`src/sv/slrg_pkg.sv`:
```
// Shared constants for the shuffled Lehmer generator.
package slrg_pkg;

	localparam int TABLE_DEPTH_DEF   = 32;
	localparam int EXTRA_WARMUP_DEF  = 8;
	localparam int FRACTION_BITS_DEF = 24;

	localparam int VALUE_W = 31;
	localparam logic [VALUE_W-1:0] LCG_MOD = 31'h7FFF_FFFF;
	localparam int LCG_MUL = 16807;

	// Shared multiplier operand widths: unsigned 31-bit value, signed 17-bit span
	localparam int MUL_A_W = 32;
	localparam int MUL_B_W = 18;
	localparam int PROD_W  = MUL_A_W + MUL_B_W;

endpackage

```
`src/sv/slrg_ram.sv`:
```
// Generic simple dual-port RAM with registered read.
module slrg_ram #(
	parameter int WIDTH = 31,
	parameter int DEPTH = 32
) (
	input  logic                     clk,
	input  logic                     we,
	input  logic [$clog2(DEPTH)-1:0] waddr,
	input  logic [WIDTH-1:0]         wdata,
	input  logic                     re,
	input  logic [$clog2(DEPTH)-1:0] raddr,
	output logic [WIDTH-1:0]         rdata
);

	logic [WIDTH-1:0] mem_q [DEPTH];

	always_ff @(posedge clk) begin
		if (we) begin
			mem_q[waddr] <= wdata;
		end
		if (re) begin
			rdata <= mem_q[raddr];
		end
	end

endmodule

```
`src/sv/slrg_mul.sv`:
```
// Shared signed multiplier with registered product.
module slrg_mul (
	input  logic                               clk,
	input  logic signed [slrg_pkg::MUL_A_W-1:0] a,
	input  logic signed [slrg_pkg::MUL_B_W-1:0] b,
	output logic signed [slrg_pkg::PROD_W-1:0]  p
);

	always_ff @(posedge clk) begin
		p <= a * b;
	end

endmodule

```
`src/sv/shuffled_lehmer_random_generator_unit.sv`:
```
// Top level: sequencer of the shuffled Lehmer generator around one multiplier.
//
// channel  direction  handshake              payload
// cfg      in         cfg_valid / cfg_ready  seed_value
// in       in         in_valid / in_ready    op, range_low, range_high
// out      out        out_valid / out_ready  draw_valid, raw_value, fraction, scaled_value
//
// A reseed item goes straight from idle to the done state, then to the result register.
// A draw runs the slot compare, two multiplier passes (Lehmer step, range scaling)
// and the table read. The first draw after reset or reseed adds a warm-up of
// TABLE_DEPTH + EXTRA_WARMUP Lehmer steps through the shared multiplier. Reset clears
// control state, the seed and the generator registers but not the table; table entries
// are always written before they are read.
// in_ready is high only while the sequencer is idle; a finished result waits in the output
// register, and the sequencer holds in its last step while it is full and not taken.
module shuffled_lehmer_random_generator_unit #(
	parameter int TABLE_DEPTH   = slrg_pkg::TABLE_DEPTH_DEF,
	parameter int EXTRA_WARMUP  = slrg_pkg::EXTRA_WARMUP_DEF,
	parameter int FRACTION_BITS = slrg_pkg::FRACTION_BITS_DEF
) (
	input  logic                     clk,
	input  logic                     arst_n,
	input  logic                     cfg_valid,
	output logic                     cfg_ready,
	input  logic [30:0]              seed_value,
	input  logic                     in_valid,
	output logic                     in_ready,
	input  logic                     op,
	input  logic signed [15:0]       range_low,
	input  logic signed [15:0]       range_high,
	output logic                     out_valid,
	input  logic                     out_ready,
	output logic                     draw_valid,
	output logic [30:0]              raw_value,
	output logic [FRACTION_BITS-1:0] fraction,
	output logic signed [15:0]       scaled_value
);

	localparam int VW     = slrg_pkg::VALUE_W;
	localparam int PW     = slrg_pkg::PROD_W;
	localparam int F      = FRACTION_BITS;
	localparam int IDX_W  = $clog2(TABLE_DEPTH);
	localparam int STEPS  = TABLE_DEPTH + EXTRA_WARMUP;
	localparam int CNT_W  = $clog2(STEPS);
	localparam int SLOT_DIV_I = 1 + 2147483646 / TABLE_DEPTH;
	localparam longint ONE     = longint'(1) << F;
	localparam longint LIMIT_L = ONE - (12 * ONE + 99999999) / 100000000;
	localparam logic [F-1:0] LIMIT = F'(LIMIT_L);
	localparam logic [PW-1:0] ROUND_BIAS = PW'(ONE - 1);

	localparam logic [3:0] S_IDLE      = 4'd0;
	localparam logic [3:0] S_INIT_MUL  = 4'd1;
	localparam logic [3:0] S_INIT_FOLD = 4'd2;
	localparam logic [3:0] S_GEN_MUL   = 4'd4;
	localparam logic [3:0] S_GEN_FOLD  = 4'd5;
	localparam logic [3:0] S_READ      = 4'd6;
	localparam logic [3:0] S_SC_MUL    = 4'd7;
	localparam logic [3:0] S_SC_ADD    = 4'd8;
	localparam logic [3:0] S_SC_SHIFT  = 4'd9;
	localparam logic [3:0] S_DONE      = 4'd10;

	logic [3:0]             state_q;
	logic                   needs_init_q;
	logic [VW-1:0]          seed_q;
	logic [VW-1:0]          gen_q;
	logic [VW-1:0]          shout_q;
	logic [IDX_W-1:0]       slot_q;
	logic [CNT_W-1:0]       cnt_q;
	logic [F-1:0]           frac_q;
	logic signed [15:0]     lo_q;
	logic signed [15:0]     hi_q;
	logic                   pend_draw_q;
	logic signed [PW-1:0]   total_q;
	logic signed [15:0]     scaled_q;
	logic                   out_valid_q;

	logic signed [slrg_pkg::MUL_A_W-1:0] mul_a;
	logic signed [slrg_pkg::MUL_B_W-1:0] mul_b;
	logic signed [PW-1:0]                mul_p;

	logic [16:0]      span;
	logic [31:0]      fold_sum;
	logic [VW-1:0]    fold_val;
	logic [VW-1:0]    seed_fix;
	logic [(1 << IDX_W)-1:0] slot_ge;
	logic [IDX_W-1:0] slot_sel;
	logic [IDX_W-1:0] slot_use;
	logic [VW-1:0]    ram_rdata;
	logic             ram_we;
	logic [IDX_W-1:0] ram_waddr;
	logic [VW-1:0]    ram_wdata;
	logic [VW+F-1:0]  fr_wide;
	logic [31:0]      fr_sum;
	logic [F-1:0]     fr_q;
	logic [F-1:0]     fr_clamp;
	logic signed [PW-1:0] lo_shift;
	logic signed [PW-1:0] total_d;
	logic signed [PW-1:0] biased;
	logic signed [PW-1:0] shifted;
	logic             out_load;

	assign cfg_ready = 1'b1;
	assign in_ready  = (state_q == S_IDLE);
	assign out_valid = out_valid_q;
	assign out_load  = (state_q == S_DONE) && (!out_valid_q || out_ready);

	// Shared multiplier: Lehmer step during warm-up and draw, range scaling afterwards
	always_comb begin
		span = {hi_q[15], hi_q} - {lo_q[15], lo_q};
		if (state_q == S_SC_MUL) begin
			mul_a = slrg_pkg::MUL_A_W'(frac_q);
			mul_b = {span[16], span};
		end else begin
			mul_a = {1'b0, gen_q};
			mul_b = slrg_pkg::MUL_B_W'(slrg_pkg::LCG_MUL);
		end
	end

	slrg_mul u_mul (
		.clk (clk),
		.a   (mul_a),
		.b   (mul_b),
		.p   (mul_p)
	);

	// Reduce x * 16807 modulo 2^31-1 by folding the bits above bit 30
	always_comb begin
		fold_sum = {17'd0, mul_p[45:31]} + {1'b0, mul_p[30:0]};
		if (fold_sum >= {1'b0, slrg_pkg::LCG_MOD}) begin
			fold_sum = fold_sum - {1'b0, slrg_pkg::LCG_MOD};
		end
		fold_val = fold_sum[VW-1:0];
	end

	always_comb begin
		seed_fix = seed_q;
		if (seed_q == '0 || seed_q == slrg_pkg::LCG_MOD) begin
			seed_fix = VW'(1);
		end
	end

	// Table slot: compare against every k * SLOT_DIV at once, then search the
	// resulting thermometer code bit by bit
	always_comb begin
		slot_ge = '0;
		for (int k = 0; k < TABLE_DEPTH; k++) begin
			slot_ge[k] = {2'b00, shout_q} >= 33'(longint'(k) * SLOT_DIV_I);
		end
		slot_sel = '0;
		for (int b = IDX_W - 1; b >= 0; b--) begin
			if (slot_ge[slot_sel | IDX_W'(1 << b)]) begin
				slot_sel = slot_sel | IDX_W'(1 << b);
			end
		end
		slot_use = (slot_q > IDX_W'(TABLE_DEPTH - 1)) ? IDX_W'(TABLE_DEPTH - 1) : slot_q;
	end

	// raw * 2^F / (2^31-1): high part plus one when the folded sum reaches the modulus
	always_comb begin
		fr_wide = {ram_rdata, {F{1'b0}}};
		fr_sum  = 32'(fr_wide[VW+F-1:VW]) + {1'b0, fr_wide[VW-1:0]};
		fr_q    = fr_wide[VW+F-1:VW] + F'(fr_sum >= {1'b0, slrg_pkg::LCG_MOD});
		fr_clamp = (fr_q > LIMIT) ? LIMIT : fr_q;
	end

	always_comb begin
		lo_shift = {{(PW-16){lo_q[15]}}, lo_q} <<< F;
		total_d  = mul_p + lo_shift;
		// Truncate toward zero: bias negative totals before the arithmetic shift
		biased   = total_q + (total_q[PW-1] ? $signed(ROUND_BIAS) : $signed(PW'(0)));
		shifted  = biased >>> F;
	end

	always_comb begin
		ram_we    = 1'b0;
		ram_waddr = slot_use;
		ram_wdata = gen_q;
		if (state_q == S_INIT_FOLD) begin
			ram_we    = (cnt_q < CNT_W'(TABLE_DEPTH));
			ram_waddr = cnt_q[IDX_W-1:0];
			ram_wdata = fold_val;
		end else if (state_q == S_READ) begin
			ram_we = 1'b1;
		end
	end

	slrg_ram #(
		.WIDTH (VW),
		.DEPTH (TABLE_DEPTH)
	) u_table (
		.clk   (clk),
		.we    (ram_we),
		.waddr (ram_waddr),
		.wdata (ram_wdata),
		.re    (state_q == S_GEN_FOLD),
		.raddr (slot_use),
		.rdata (ram_rdata)
	);

	always_ff @(posedge clk or negedge arst_n) begin
		if (!arst_n) begin
			state_q      <= S_IDLE;
			needs_init_q <= 1'b1;
			seed_q       <= VW'(1);
			gen_q        <= '0;
			shout_q      <= '0;
			out_valid_q  <= 1'b0;
		end else begin
			if (cfg_valid && cfg_ready) begin
				seed_q <= seed_value;
			end
			if (out_load) begin
				out_valid_q <= 1'b1;
			end else if (out_ready) begin
				out_valid_q <= 1'b0;
			end
			unique case (state_q)
				S_IDLE: begin
					if (in_valid) begin
						pend_draw_q <= !op;
						lo_q        <= range_low;
						hi_q        <= range_high;
						if (op) begin
							needs_init_q <= 1'b1;
							state_q      <= S_DONE;
						end else if (needs_init_q) begin
							gen_q   <= seed_fix;
							cnt_q   <= CNT_W'(STEPS - 1);
							state_q <= S_INIT_MUL;
						end else begin
							state_q <= S_GEN_MUL;
						end
					end
				end
				S_INIT_MUL: begin
					state_q <= S_INIT_FOLD;
				end
				S_INIT_FOLD: begin
					gen_q <= fold_val;
					if (cnt_q == '0) begin
						// Slot 0 holds the last warm-up value, which is also the output
						shout_q      <= fold_val;
						needs_init_q <= 1'b0;
						state_q      <= S_GEN_MUL;
					end else begin
						cnt_q   <= cnt_q - CNT_W'(1);
						state_q <= S_INIT_MUL;
					end
				end
				S_GEN_MUL: begin
					slot_q  <= slot_sel;
					state_q <= S_GEN_FOLD;
				end
				S_GEN_FOLD: begin
					gen_q   <= fold_val;
					state_q <= S_READ;
				end
				S_READ: begin
					shout_q <= ram_rdata;
					frac_q  <= fr_clamp;
					state_q <= S_SC_MUL;
				end
				S_SC_MUL: begin
					state_q <= S_SC_ADD;
				end
				S_SC_ADD: begin
					total_q <= total_d;
					state_q <= S_SC_SHIFT;
				end
				S_SC_SHIFT: begin
					scaled_q <= shifted[15:0];
					state_q  <= S_DONE;
				end
				S_DONE: begin
					if (out_load) begin
						state_q <= S_IDLE;
					end
				end
				default: begin
					state_q <= S_IDLE;
				end
			endcase
		end
	end

	// Result register; a reseed acknowledgement carries zeros
	always_ff @(posedge clk) begin
		if (out_load) begin
			draw_valid   <= pend_draw_q;
			raw_value    <= pend_draw_q ? shout_q : '0;
			fraction     <= pend_draw_q ? frac_q : '0;
			scaled_value <= pend_draw_q ? scaled_q : '0;
		end
	end

	a_leave_idle: assert property (@(posedge clk) disable iff (!arst_n)
		in_valid && in_ready |=> !in_ready)
		else $error("sequencer stayed idle after an input transfer");

	a_reseed_zero: assert property (@(posedge clk) disable iff (!arst_n)
		out_valid && !draw_valid |-> raw_value == '0 && fraction == '0 && scaled_value == '0)
		else $error("reseed acknowledgement carries nonzero payload");

	a_draw_range: assert property (@(posedge clk) disable iff (!arst_n)
		out_valid && draw_valid |-> raw_value != '0 && raw_value != slrg_pkg::LCG_MOD
			&& fraction <= LIMIT)
		else $error("draw result out of range");

	a_init_done: assert property (@(posedge clk) disable iff (!arst_n)
		state_q == S_GEN_MUL |-> !needs_init_q)
		else $error("draw started before table warm-up finished");

endmodule

```
`config.mk`:
```
export PLATFORM = sky130hd
export DESIGN_NAME = shuffled_lehmer_random_generator_unit
export DESIGN_NICKNAME = d
export VERILOG_FILES = /design/src/sv/slrg_pkg.sv /design/src/sv/slrg_ram.sv /design/src/sv/slrg_mul.sv /design/src/sv/shuffled_lehmer_random_generator_unit.sv
export SDC_FILE = /design/constraint.sdc
export NUM_CORES = 2
export LEC_CHECK = 0
export ABC_AREA = 0
export ABC_CLOCK_PERIOD_IN_PS = 9300
export BUFFER_PORTS_ARGS = -buffer_cell sky130_fd_sc_hd__buf_2
export CAP_MARGIN = 20
export CELL_PAD_IN_SITES_DETAIL_PLACEMENT = 0
export CELL_PAD_IN_SITES_GLOBAL_PLACEMENT = 1
export CORE_UTILIZATION = 49
export CTS_BUF_LIST = sky130_fd_sc_hd__clkbuf_16
export DETAILED_ROUTE_END_ITERATION = 12
export GPL_ROUTABILITY_DRIVEN = 0
export HOLD_SLACK_MARGIN = 0.15
export PLACE_DENSITY = 0.75
export SETUP_SLACK_MARGIN = 0.05
export SYNTH_ARGS = -nofsm -noshare
export SYNTH_HDL_FRONTEND = slang
export SYNTH_SLANG_ARGS = --single-unit
```
`constraint.sdc`:
```
create_clock -name clk -period 9.3 [get_ports clk]
set_input_delay 1.86 -clock clk [delete_from_list [all_inputs] [get_ports clk]]
set_output_delay 1.86 -clock clk [all_outputs]
set_load 0.02 [all_outputs]
```
* Word-level counts from Yosys, hierarchy flattened *
Memory sizes are Yosys's and may differ from the RTL's. A register that Yosys moved wholly into a read port is not among the register bits.
Index checks and enable logic that the tools add are counted.
Widths: inputs -> output; s select.

storage, ports and cells
  bits of input ports = 69
  register bits = 355
  output and inout port bits = 75
  word-level logic and storage cells = 157
  bits in writable memories = 992
  memories = 1

memories
  name           depth  width  rd ports  clocked after Yosys merged registers in  wr ports  line            RTL
  u_table.mem_q  32     31     1         1                                        1         slrg_ram.sv:15  logic [WIDTH-1:0] mem_q [DEPTH];

cells by class
  multiplexer cells = 47
  multipliers = 1
  add/subtract/negate cells = 8
  reduce and logical (&&, ||, !) cells = 23
  equal/unequal tests = 17
  magnitude comparators = 40

operators with widths
  kind                    count
  $ge 31x31->1 const B    16
  $ge 31x30->1 const B    8
  $mux 31                 8
  $ge 31x29->1 const B    4
  $pmux 31 s2             2
  $ge 32x31->1 const B    2
  $ge 31x28->1 const B    2
  $add 50x40->50          1
  $mul 32x18->50          1
  $add 40x25->40          1
  $pmux 4 s10             1
  $add 15x31->32          1
  $add 24x31->32          1
  $eq 31x31->1 const B    1
  $ge 31x27->1 const B    1
  $logic_not 31->1        1
  $sub 31x31->31 const B  1
  $add 24x1->24           1
  $gt 24x24->1 const B    1
  $lt 5x6->1 const B      4
  $mux 24                 1
  $mux 6                  4
  $mux 18                 1
  $sub 16x16->17          1
  28 further kinds        71

* Depth between registers and ports, before layout *
  depth in word-level cells = 13
  mapped depth = 39
  depth with buffers taken out = 37

* Modules after synthesis *
Synthesis repeated with hierarchy kept, for this count alone.

unflattened totals
  cells, all modules = 6,063
  area, all modules = 76,673.5 sq um

modules (own cells, without submodules)
  module                                 sequential area each (sq um)  instances  cells an instance  area each (sq um)
  slrg_ram                               30,719.5                      1          2,192              39,474.1
  slrg_mul                               1,001.0                       1          2,365              21,115.3
  shuffled_lehmer_random_generator_unit  8,395.6                       1          1,506              16,084.2

* Least setup slack after synthesis *
OpenSTA, ideal clock, no wires.

  kind = reg-to-reg
  from = register lo_q[2]
  to = register u_mul.p[48] in the netlist's numbering
  path buffers = 0
  stages on the path, launching flop included = 35
  period minus slack after synthesis = 8.802 ns
  data required time = 9.228 ns
  data arrival time = 8.730 ns
  setup time = 0.072 ns
  setup slack = 0.498 ns
  cells stage by stage = edfxtp_1 > inv_1 > ha_1 > nor2b_1 > o21ai_0 > a21boi_0 > o21ai_0 > a21boi_0 > o21ai_0 > a21o_1 > a21oi_1 > a21o_1 > a2111oi_0 > nor3_1 > fa_1 > fa_1 > inv_1 > fa_1 > inv_1 > fa_1 > fa_1 > inv_1 > fa_1 > inv_1 > ha_1 > and3_1 > nand3_1 > o41ai_1 > a21oi_1 > o31a_1 > nand2b_1 > o21ai_0 > a31oi_1 > o21ai_0 > xor2_1

on the way
  cells in the longest elaborated chain, start to end = 3

RTL lines
  what                      line                                          RTL
  start: declaration        shuffled_lehmer_random_generator_unit.sv:70   logic signed [15:0] lo_q;
  start signal: assignment  shuffled_lehmer_random_generator_unit.sv:221  lo_q <= range_low;
  $sub 16x16->17            shuffled_lehmer_random_generator_unit.sv:109  span = {hi_q[15], hi_q} - {lo_q[15], lo_q};
  $mux 18                   shuffled_lehmer_random_generator_unit.sv:110  if (state_q == S_SC_MUL) begin
  $mul 32x18->50            slrg_mul.sv:10                                p <= a * b;
  end signal: assignment    slrg_mul.sv:10
  end: declaration          slrg_mul.sv:6                                 output logic signed [slrg_pkg::PROD_W-1:0] p

No other way between the ends.
A chain may end at the register's enable or synchronous reset.

* Worst setup path after layout *
  from = register lo_q[0]
  to = register u_mul.p[44] in the netlist's numbering

The elaborated chain is that of the path after synthesis.

==> run summary <==
The remaining global-route overflow came out at 0. The data required time at the worst endpoint came out at ~9.9 ns. The post-synthesis share of cell area spent on full adders, half adders and majority gates came out at 0.167. Counting along the longest clock path gives a buffer depth of 3.

Measured on the finished design, the core utilization comes to 0.558. The count of clock tree sinks is around 1400. The multiplexer fraction of the synthesized cell area came out at 0.104. The number of nets with antenna violations after routing came out at 0. The floorplan has ~140 rows. The later pin in the worst-skew pair is clocked with a latency of roughly 0.79 ns. The floorplan step defined a die boundary enclosing ~0.15 mm^2. The routed layout has ~45000 vias. Setup violations remaining at the end of the flow were counted as 0. The global routing usage on met1 is 0.380.

The total of buffers placed on input and output ports is about 140. The filler cell count is ~12000. The area taken by multi-input logic gates came out at 0.0316 mm^2. In this run, distinct cell masters in the synthesized netlist total 91. The CTS tree is built.

The clock input transition at the sequential cells of the worst setup and hold paths is 0.06 ns. The DRC violations left came out at 0. The number of setup buffers added after CTS came out at 0. The synthesized-area fraction occupied by ao, oa, aoi and oai cells came out at 0.0514. The fraction of registers with async set or reset after synthesis came out at 0.0723. For this run, global-route usage on met3 was measured as 0.0590. The predominant post-synthesis flop cell is sky130_fd_sc_hd__edfxtp_1. The number of design-rule violations left by the first detailed-router iteration is about 4700.

The post-route fraction of the period consumed by the critical path is 0.958. The biggest area contributor in the post-synthesis netlist is sky130_fd_sc_hd__edfxtp_1. The number of slew-limit violations in the final report was 0.

The area share of the leading cell type in the synthesized netlist is 0.495. The number of antenna violations at the first check in global routing came out at 12. After technology mapping, the gate count stands at approximately 5200.

For this configuration, the core starts out at a cell density of 0.494. The xor/xnor share of the synthesized area is 0.0155. The vertical die dimension is a little under 400 um. The share of synthesized cell area in and, or, nand and nor gates came out at 0.0750. The number of max-cap violations came out at 0. Relative to the synthesized area, the layout overhead comes to 13.1%. After synthesis, the largest family of logic cells by area is adder cells. The overall routing resource usage came out at 0.284. The post-detailed-route wirelength per cell came out at between 20 and 30 um.

The buffer cell driving the clock tree root is sky130_fd_sc_hd__clkbuf_16. In this run the most critical hold path is launched from u_mul.p[3]. In the post-synthesis netlist, the cell with the most instances is sky130_fd_sc_hd__edfxtp_1. The met2 capacity usage during global routing came out at 0.456. The mapped cell area is between 0.07 and 0.08 mm^2.

Of the cells placed in the final design, the portion with a size suffix greater than 1 is 0.184. The worst setup path is captured at a register. The setup skew after layout is roughly 0.058 ns.

Entering global routing, the biggest net connects approximately 130 pins. The number of nets in the finished design is ~6300. In the post-route analysis, the smallest setup slack over all paths is just under 0.4 ns. The ratio of routed vias to standard cells is roughly 5.9. Setup repair after global routing could not meet its margin everywhere. The number of flops mapped to enable cells by yosys came out at 1220.

The detailed-placement wirelength estimate is between 100000 and 150000 um. The count of final hold-check violations came out at 0. The commonest cells after synthesis are sky130_fd_sc_hd__edfxtp_1 (1220), sky130_fd_sc_hd__inv_1 (632), sky130_fd_sc_hd__nand2_1 (495), sky130_fd_sc_hd__fa_1 (467), sky130_fd_sc_hd__mux4_2 (310). The via count of the first global-routing pass is approximately 46000. The startpoint identified for the worst register-to-register timing path is lo_q[0]. The die extent in x is between 300 and 400 um.

Counting I/O delays and the setup requirement, the final critical path takes approximately 8.9 ns. The flow ran to the end, and the final reports show no timing, DRC or antenna violations. The sum of routed wire length over all layers is between 200000 and 250000 um. The number of optimization iterations in the first detailed-route pass is 8. For the worst setup path, the data arrival time is 9.55 ns.

The count of H-tree levels built during CTS came out at 4. The transition time at the pin with the least slew margin is 1.09 ns. The kind of start point of the critical path is a register. The top achievable clock speed is between 100 and 150 MHz.

The worst max-slew margin expressed relative to the limit is 0.275. For this design the top-level I/O count stands at 144. In this run, CTS created clock tree buffers numbering 144. In the post-synthesis netlist, the biggest area contributors are sky130_fd_sc_hd__edfxtp_1 (49%), sky130_fd_sc_hd__fa_1 (13%), sky130_fd_sc_hd__mux4_2 (9.4%). Of the synthesized area, sequential elements account for 0.542. The tightest min-delay check is of the reg -> reg type. Among all stages on the critical path, the largest delay is contributed by sky130_fd_sc_hd__fa_1. Timing analysis after detailed placement gives a worst setup slack of -0.142 ns. The setup path with the least slack is of type reg -> reg. The first-pass GRT wire length is 311000 um. The number of synthesis warnings came out at 0. In this run the most used layer during global routing was met2.

In this design, the stage delay of the slowest critical-path cell is between 0.5 and 0.6 ns. The maximum fanout encountered on the critical timing path is 10. The flop and latch count out of synthesis came out at between 1000 and 1500. The number of buffers inserted for hold repair after clock tree synthesis is 0. After floorplanning, the core was sized to cover 0.150 mm^2. Across the whole layout, storage elements account for around 0.04 mm^2. Each instance of the synthesized netlist takes up on average 14.2 um^2. Tracing the worst setup path back leads to its startpoint at lo_q[0].
-- worst paths after layout --
| path | to | slack [ns] | cells past startpoint |
|---|---|---|---|
| setup / recovery | u_mul.p[44] | 0.39 | 36 |
| setup reg to reg | u_mul.p[44] | 0.39 | 36 |
| hold / removal | total_q[3] | 0.46 | 0 |
| min in group asynchronous | seed_q[9] | 1.11 | 1 |
| max in group asynchronous | shout_q[13] | 6.89 | 2 |
| hold reg to reg | total_q[3] | 0.46 | 0 |
-- critical path, delay by kind of cell (launching register included) --
| kind | cells | cell delay (ns) |
|---|---|---|
| compound gates | 18 | 3.09 |
| fa+ha+maj | 9 | 4.14 |
| buf+inv | 5 | 0.59 |
| flops | 1 | 0.38 |
| simple gates | 4 | 0.56 |
-- area by class of cell --
type / count / area share
Sequential cell: 1369 / 0.479
Multi-Input combinational cell: 3049 / 0.377
Clock buffer: 145 / 0.0433
Timing Repair Buffer: 336 / 0.0306
Tap cell: 2016 / 0.0301
Inverter: 632 / 0.0283
Clock inverter: 116 / 0.0111
Antenna cell: 5 / 0.000149
-- placed cells by master (no fill, tap or decap), types with 71 or more instances in the layout --
cell,Yosys,layout
sky130_fd_sc_hd__edfxtp_1,1220,1220
sky130_fd_sc_hd__inv_1,632,670
sky130_fd_sc_hd__nand2_1,495,494
sky130_fd_sc_hd__fa_1,467,467
sky130_fd_sc_hd__mux4_2,310,310
sky130_fd_sc_hd__ha_1,243,243
sky130_fd_sc_hd__nor2_1,224,188
sky130_fd_sc_hd__buf_4,2,161
sky130_fd_sc_hd__clkbuf_16,0,146
sky130_fd_sc_hd__buf_2,7,141
sky130_fd_sc_hd__a21oi_1,122,120
sky130_fd_sc_hd__o21ai_0,140,114
sky130_fd_sc_hd__nand3_1,104,103
sky130_fd_sc_hd__and2_1,98,98
sky130_fd_sc_hd__dfrtp_1,97,97
sky130_fd_sc_hd__xnor2_1,88,86
sky130_fd_sc_hd__conb_1,2,71
-- routing by layer --
metal,up-vias,part of all wire
met2,2170,0.48
met1,23400,0.39
met4,4,0.044
met5,-,0.00013
met3,402,0.090
li1,19300,-
-- what timing repair did --
item                                   CTS  global route
resized for setup                        4            33
pin swaps                                2             6
endpoints found under the hold margin    0             0
setup endpoints to repair                9            24
-- kinds of logic after synthesis --
| logic type | Yosys count |
|---|---|
| compound gates | 571 |
| xor+xnor | 130 |
| fa+ha+maj | 710 |
| buf+inv | 868 |
| flops | 1369 |
| mux | 377 |
| other cells | 2 |
| simple gates | 1190 |
-- stage by stage --
step,cells,hold slack [ns],area [um^2],setup TNS (ns)
global placement,7379,0.433,78600,-0.125
finish,7668,0.455,83700,0
floorplan,5286,0.415,74300,0
detailed placement,7383,0.429,78700,-0.416
CTS,7644,0.454,83200,0
global route,7663,0.463,83700,0
-- registers in the layout, summed over array words and instances (netlist names), 31 cells and up --
register and count:
raw_value 31, gen_q 31, seed_q 31, u_table.mem_q 992
shout_q 31, u_table.rdata 31, total_q 41, u_mul.p 50
Power is left out: the tool's default activity adds up to more than one toggle a clock period on the data nets, which glitch-free logic cannot reach.
